==> src/hw/rtl/pcc_pkg.sv <==
// ----------------------------------------------------------------------------
// pcc_pkg
// Shared widths, destination codes and handshake structs of the correlation
// block and its shared multiply-accumulate unit.
// ----------------------------------------------------------------------------
package pcc_pkg;

	localparam int SAMPLE_BITS_DEF = 16;
	localparam int MAX_PAIRS_DEF   = 4096;

	localparam int SAMPLE_W = 16;
	localparam int CNT_W    = 13;
	localparam int SX_W     = 29;
	// a full set of -32768 pairs reaches +2^42 in both sums
	localparam int SXY_W    = 44;
	localparam int SSQ_W    = 43;
	localparam int LIMB_W   = 32;
	localparam int PROD_W   = 2 * LIMB_W;
	localparam int OPD_W    = 4 * LIMB_W;
	localparam int ACC_W    = 6 * LIMB_W;
	localparam int COEF_W   = 16;

	// where a finished partial product goes
	localparam logic [1:0] DST_ACC = 2'd0;
	localparam logic [1:0] DST_XY  = 2'd1;
	localparam logic [1:0] DST_XX  = 2'd2;
	localparam logic [1:0] DST_YY  = 2'd3;

	typedef struct packed {
		logic                issue;
		logic [LIMB_W-1:0]   a;
		logic [LIMB_W-1:0]   b;
		logic [2:0]          sh;
		logic                neg;
		logic [1:0]          dest;
	} mul_req_t;

	typedef struct packed {
		logic                valid;
		logic [PROD_W-1:0]   p;
		logic [2:0]          sh;
		logic                neg;
		logic [1:0]          dest;
	} mul_rsp_t;

endpackage

==> src/hw/rtl/pcc_mac.sv <==
// ----------------------------------------------------------------------------
// pcc_mac
// Shared 32x32 multiplier with a registered product, and a wide accumulator
// that adds or subtracts limb-aligned partial products.
// ----------------------------------------------------------------------------
module pcc_mac (
	input  logic                          clk,
	input  logic                          arst_n,
	input  pcc_pkg::mul_req_t             req,
	input  logic                          acc_load,
	input  logic [pcc_pkg::ACC_W-1:0]     acc_init,
	output logic [pcc_pkg::ACC_W-1:0]     acc,
	output pcc_pkg::mul_rsp_t             rsp
);
	import pcc_pkg::*;

	mul_rsp_t           rsp_s1;
	logic [ACC_W-1:0]   acc_q;
	logic [ACC_W-1:0]   pp_aligned;

	always_ff @(posedge clk or negedge arst_n) begin
		if (!arst_n) begin
			rsp_s1 <= '0;
		end else begin
			rsp_s1.valid <= req.issue;
			rsp_s1.p     <= PROD_W'(req.a) * PROD_W'(req.b);
			rsp_s1.sh    <= req.sh;
			rsp_s1.neg   <= req.neg;
			rsp_s1.dest  <= req.dest;
		end
	end

	// place the product at its limb offset; offsets past the top drop out
	assign pp_aligned = ACC_W'(rsp_s1.p) << {rsp_s1.sh, 5'd0};

	always_ff @(posedge clk) begin
		if (acc_load) begin
			acc_q <= acc_init;
		end else if (rsp_s1.valid && rsp_s1.dest == DST_ACC) begin
			acc_q <= rsp_s1.neg ? acc_q - pp_aligned : acc_q + pp_aligned;
		end
	end

	assign acc = acc_q;
	assign rsp = rsp_s1;

endmodule
==> config.mk <==
export PLATFORM = sky130hd
export DESIGN_NAME = pcc_mac
export DESIGN_NICKNAME = d
export VERILOG_FILES = /design/src/hw/rtl/pcc_pkg.sv /design/src/hw/rtl/pcc_mac.sv
export SDC_FILE = /design/constraint.sdc
export NUM_CORES = 2
export LEC_CHECK = 0
export ABC_AREA = 1
export ABC_CLOCK_PERIOD_IN_PS = 12000
export BUFFER_PORTS_ARGS = -buffer_cell sky130_fd_sc_hd__buf_2
export CORE_UTILIZATION = 40
export DETAILED_ROUTE_END_ITERATION = 16
export HOLD_SLACK_MARGIN = 0.02
export PLACE_DENSITY = 0.54
export SLEW_MARGIN = 20
export SYNTH_ARGS = -nofsm -noshare
export SYNTH_HDL_FRONTEND = slang
export SYNTH_SLANG_ARGS = --single-unit
==> constraint.sdc <==
create_clock -name clk -period 12 [get_ports clk]
set_clock_uncertainty 0.05 [all_clocks]
set_input_delay 1.2 -clock clk [delete_from_list [all_inputs] [get_ports clk]]
set_output_delay 1.2 -clock clk [all_outputs]
set_load 0.005 [all_outputs]
# After elaboration in Yosys (flattened, before gate mapping)
# Index checks and enable logic that the tools add are counted.
dict set report word_totals {
  regBits 263
  inputBits 266
  output_inout_bits 263
}
dict set report classes {
  muxes 3
  n_reduce_logical 3
  addsub 2
  shift 1
  n_mul 1
}
# operator count
set op_table {}
lappend op_table {{$mux 192} 3}
lappend op_table {{$add 192x192->192} 1}
lappend op_table {{$shl 64x8->192} 1}
lappend op_table {{$sub 192x192->192} 1}
lappend op_table {{$mul 32x32->64} 1}
lappend op_table {{$logic_not 2->1} 1}
lappend op_table {{$reduce_bool 2->1} 1}
lappend op_table {{$logic_and 1x1->1} 1}

# Longest topological paths before layout
dict set report logic_depth {
  ltp_word 5
  ltp_mapped 36
  depth_no_buf 34
}

# Worst setup path before layout
# No wires, ideal clock.
dict set report synth_timing {
  path_type {input -> register}
  startpoint {in req[11] in the netlist's numbering}
  endpoint {reg rsp_s1, in the netlist rsp[63]}
  t_arrival_ns 7.217
  n_path_buf 1
  t_required_ns 11.833
  stages 28
  setup_ns 0.117
  setup_slack_ns 4.616
  path_cell_list {clkbuf_1 nand2_1 fa_1 inv_1 fa_1 fa_1 inv_1 fa_1 inv_1 fa_1 fa_1 fa_1 inv_1 fa_1 inv_1 ha_1 nand2_1 nor2_1 inv_1 nor3_1 inv_1 nor3_1 nand3_1 nand3_1 a21o_1 nand2_1 nand3_1 nand2_1}
}
dict set report synth_via {
  elab_chain_len 1
}
# element line
set synth_rtl {}
lappend synth_rtl {{from (decl)} pcc_mac.sv:9} ;# input pcc_pkg::mul_req_t req,
lappend synth_rtl {{$mul 32x32->64} pcc_mac.sv:26} ;# rsp_s1.p <= PROD_W'(req.a) * PROD_W'(req.b);
lappend synth_rtl {{to (decl)} pcc_mac.sv:17} ;# mul_rsp_t rsp_s1;
# No other way between the ends.
# A chain may end at the register's enable or synchronous reset.

# Worst setup path in the final report
dict set report layout_timing {
  startpoint {reg rsp_s1, in the netlist rsp[3]}
  endpoint {reg acc_q[167] (netlist: acc[167]), data pin}
}
dict set report layout_via {
  elab_chain_len 5
  word_cells_on_any_way 6
  cone_classes {add/sub: 2; shift: 1; mux: 3}
}
# element line
set layout_rtl {}
lappend layout_rtl {{$shl 64x8->192 (*)} pcc_mac.sv:34} ;# assign pp_aligned = ACC_W'(rsp_s1.p) << {rsp_s1.sh, 5'd0};
lappend layout_rtl {{$add 192x192->192 or $sub 192x192->192 (tied branches)} pcc_mac.sv:40} ;# acc_q <= rsp_s1.neg ? acc_q - pp_aligned : acc_q + pp_aligned;
lappend layout_rtl {{$mux 192 (*)} pcc_mac.sv:40}
lappend layout_rtl {{$mux 192 (*)} pcc_mac.sv:39} ;# end else if (rsp_s1.valid && rsp_s1.dest == DST_ACC) begin
lappend layout_rtl {{$mux 192 (*)} pcc_mac.sv:37} ;# if (acc_load) begin
lappend layout_rtl {{to (signal assigned)} pcc_mac.sv:38} ;# acc_q <= acc_init;
lappend layout_rtl {{to (signal assigned)} pcc_mac.sv:40}
lappend layout_rtl {{to (decl)} pcc_mac.sv:18} ;# logic [ACC_W-1:0] acc_q;
# Mark *: on every way between the ends. The rest lies on a longest branch, timed or not. The select of a mux whose other input is x is not followed.

==> flow_summary.json <==
{
  "grt_max_degree": 105,
  "slowest_stage": "xor2_1",
  "drtIter0Drc": 8714,
  "fin_worst_hold_slack_ns": 0.605,
  "placed_cells": 14568,
  "grt_pass1_wl_um": 583000,
  "cpMostUsedCell": "nand2_1",
  "syn_to_final_growth_pct": 8.26,
  "clock-sinks": 263,
  "cp_top_family": "simple AND/OR/NAND/NOR gates",
  "cts_made_buffers": 38,
  "layout_common_cells": "nand2_1 (3879), inv_1 (2671), nor2_1 (1238)",
  "fin_crit_sh_pct": 73.8,
  "wire_per_inst_um": 28.9,
  "cts_buffer_depth": 3,
  "stdcell_count": 14653,
  "drive_gt1_share_pct": 5.69,
  "start_util_pct": 40.4,
  "post_cts.repair.setup_buffers": 0,
  "multiInputGateArea_um2": 55300,
  "routed_via_density": 5.52,
  "placed_area_um2": 78900,
  "synth-edff-count": 192,
  "outcome": "complete, no violations",
  "fp-row-count": 157,
  "ys_types": 49,
  "cts_resized": 0,
  "hold_violations": 0,
  "ant_nets": 0,
  "seq_area_um2": 7550,
  "drt-total-wl_um": 424000,
  "portBuffers": 528,
  "yosysSeqAreaShare_pct": 10.2,
  "final_cell_area_um2": 80200,
  "ios": 529,
  "yosysWarnings": 0,
  "first_pass_iters": 6,
  "grt_usage_pct": 44.6,
  "final_common_cell": "nand2_1",
  "syn_nets": 13465,
  "fin_crit_ns": 8.85,
  "overflow": 0,
  "r2r_start": "rsp[3]",
  "setup_viol": 0,
  "path_buf_inv": 3,
  "path_clk_slew_ns": 0.06,
  "met3WireLength_um": 37600,
  "top_layer": "met5",
  "maxCapViolCount": 0,
  "core-area_um2": 183000,
  "fill_cells": 20233,
  "async_flop_share_pct": 27.0,
  "slew-limit-headroom_pct": 6.67,
  "syn-mean-instance-area_um2": 6.26,
  "critical_path_arrival_ns": 9.17,
  "worstMarginPinSlew_ns": 1.39,
  "antenna_found_initial": 18,
  "fmax_mhz": 113,
  "rsz0062_at_grt": "false",
  "drc": 0,
  "ys.flop_type": "edfxtp_1",
  "route.met2.wl_um": 186000,
  "place_congestion": 1.12,
  "cts_max_level": 2,
  "cts_tree": "done",
  "r2r_cells": 27,
  "critical_path_class": "flop to flop",
  "tns_ns": 0,
  "crit_path_end_kind": "flop",
  "holdPathEnd": "rsp[5]",
  "slowest_delay_ns": 0.87,
  "dp_hpwl_um": 363000,
  "syn_area_um2": 74100,
  "die_x_um": 432,
  "vias": 80899,
  "start_kind": "flop",
  "ctsHoldBuffers": 0,
  "grt_pass1_vias": 79596,
  "hp-start": "req[5]",
  "die_height_um": 432,
  "wl_met1_um": 150000,
  "hp-class": "primary input to flop",
  "clk_latency_ns": 0.69,
  "slew_viol_final": 0,
  "required_ns": 12.32,
  "cp_max_fo": 63,
  "syn_inst": 11847,
  "r2r_slack_ns": 3.15,
  "synth_seq_cells": 263,
  "root_buffer": "clkbuf_16",
  "timing.rr.end": "acc[167]",
  "finalNetCount": 13765,
  "hold_depth": 1,
  "dieArea_um2": 187000
}
cells by family (layout without fill, tap and decap cells):
group	after synthesis	in the layout	synth area share [%]
simple gates	5840	5840	31.2
buf+inv	2983	3311	15.2
fa+ha+maj	1352	1352	31.9
compound gates	1116	1116	8.03
xor+xnor	293	293	3.46
flops	263	263	10.2
other cells	0	14	0
layer usage:
layer	track usage (%)	up-vias
met5	0	-
li1	-	36053
met4	42.2	12
met1	50.7	38891
met2	70.2	4685
met3	8.56	1258
stage by stage:
step / util [%] / worst slack, ns
2_1_floorplan: - / 4.62
3_3_place_gp: 43.0 / 3.18
3_5_place_dp: 43.0 / 3.17
4_1_cts: 43.7 / 3.77
5_1_grt: 43.7 / 3.16
6_report: 43.7 / 3.15
area by class of cell:
class                   count  share of cell area [%]
multi-input cells        8601                    69.0
flip-flops and latches    263                    9.41
clock inverters            22                   0.279
inverters                2676                    12.5
well taps                2464                    3.84
clock buffers              46                    1.26
diodes                     14                  0.0437
repair buffers            567                    3.68
sequential cells by signal, indices dropped and copies added (netlist names):
| signal | flops |
|---|---|
| acc | 192 |
| rsp | 71 |
synthesized netlist by cell type (7+ instances only):
cell	number	share of area, %
nor3_1	97	0.66
o21bai_1	51	0.52
nor4_1	23	0.19
ha_1	455	7.7
edfxtp_1	192	7.8
dfrtp_1	71	2.4
fa_1	897	24
a31oi_1	23	0.19
o31ai_1	17	0.17
o21a_1	21	0.21
inv_1	2672	14
nor2_1	1240	6.3
buf_2	33	0.22
a21boi_0	12	0.12
a21oi_1	513	3.5
or2_2	41	0.35
nand3_1	416	2.8
buf_1	13	0.066
and2_0	7	0.059
o21ai_0	440	3.0
o21ai_1	8	0.054
xor2_1	181	2.1
xnor2_1	112	1.3
nand2_1	3880	20
o211ai_1	7	0.071
clkbuf_1	253	1.3
a21o_1	15	0.15
nand3b_1	17	0.17
nand4_1	95	0.80
worst max path at each step:
stage             from       end  cells past startpoint
2_1_floorplan  req[11]   rsp[63]                     28
3_3_place_gp   req[14]   rsp[62]                     28
3_5_place_dp   req[14]   rsp[48]                     26
4_1_cts         rsp[4]  acc[167]                     28
5_1_grt         rsp[3]  acc[167]                     30
6_report        rsp[3]  acc[167]                     27
Power is not shown: default switching activity piles up to over one toggle a cycle in this logic, so the estimate is an artifact.
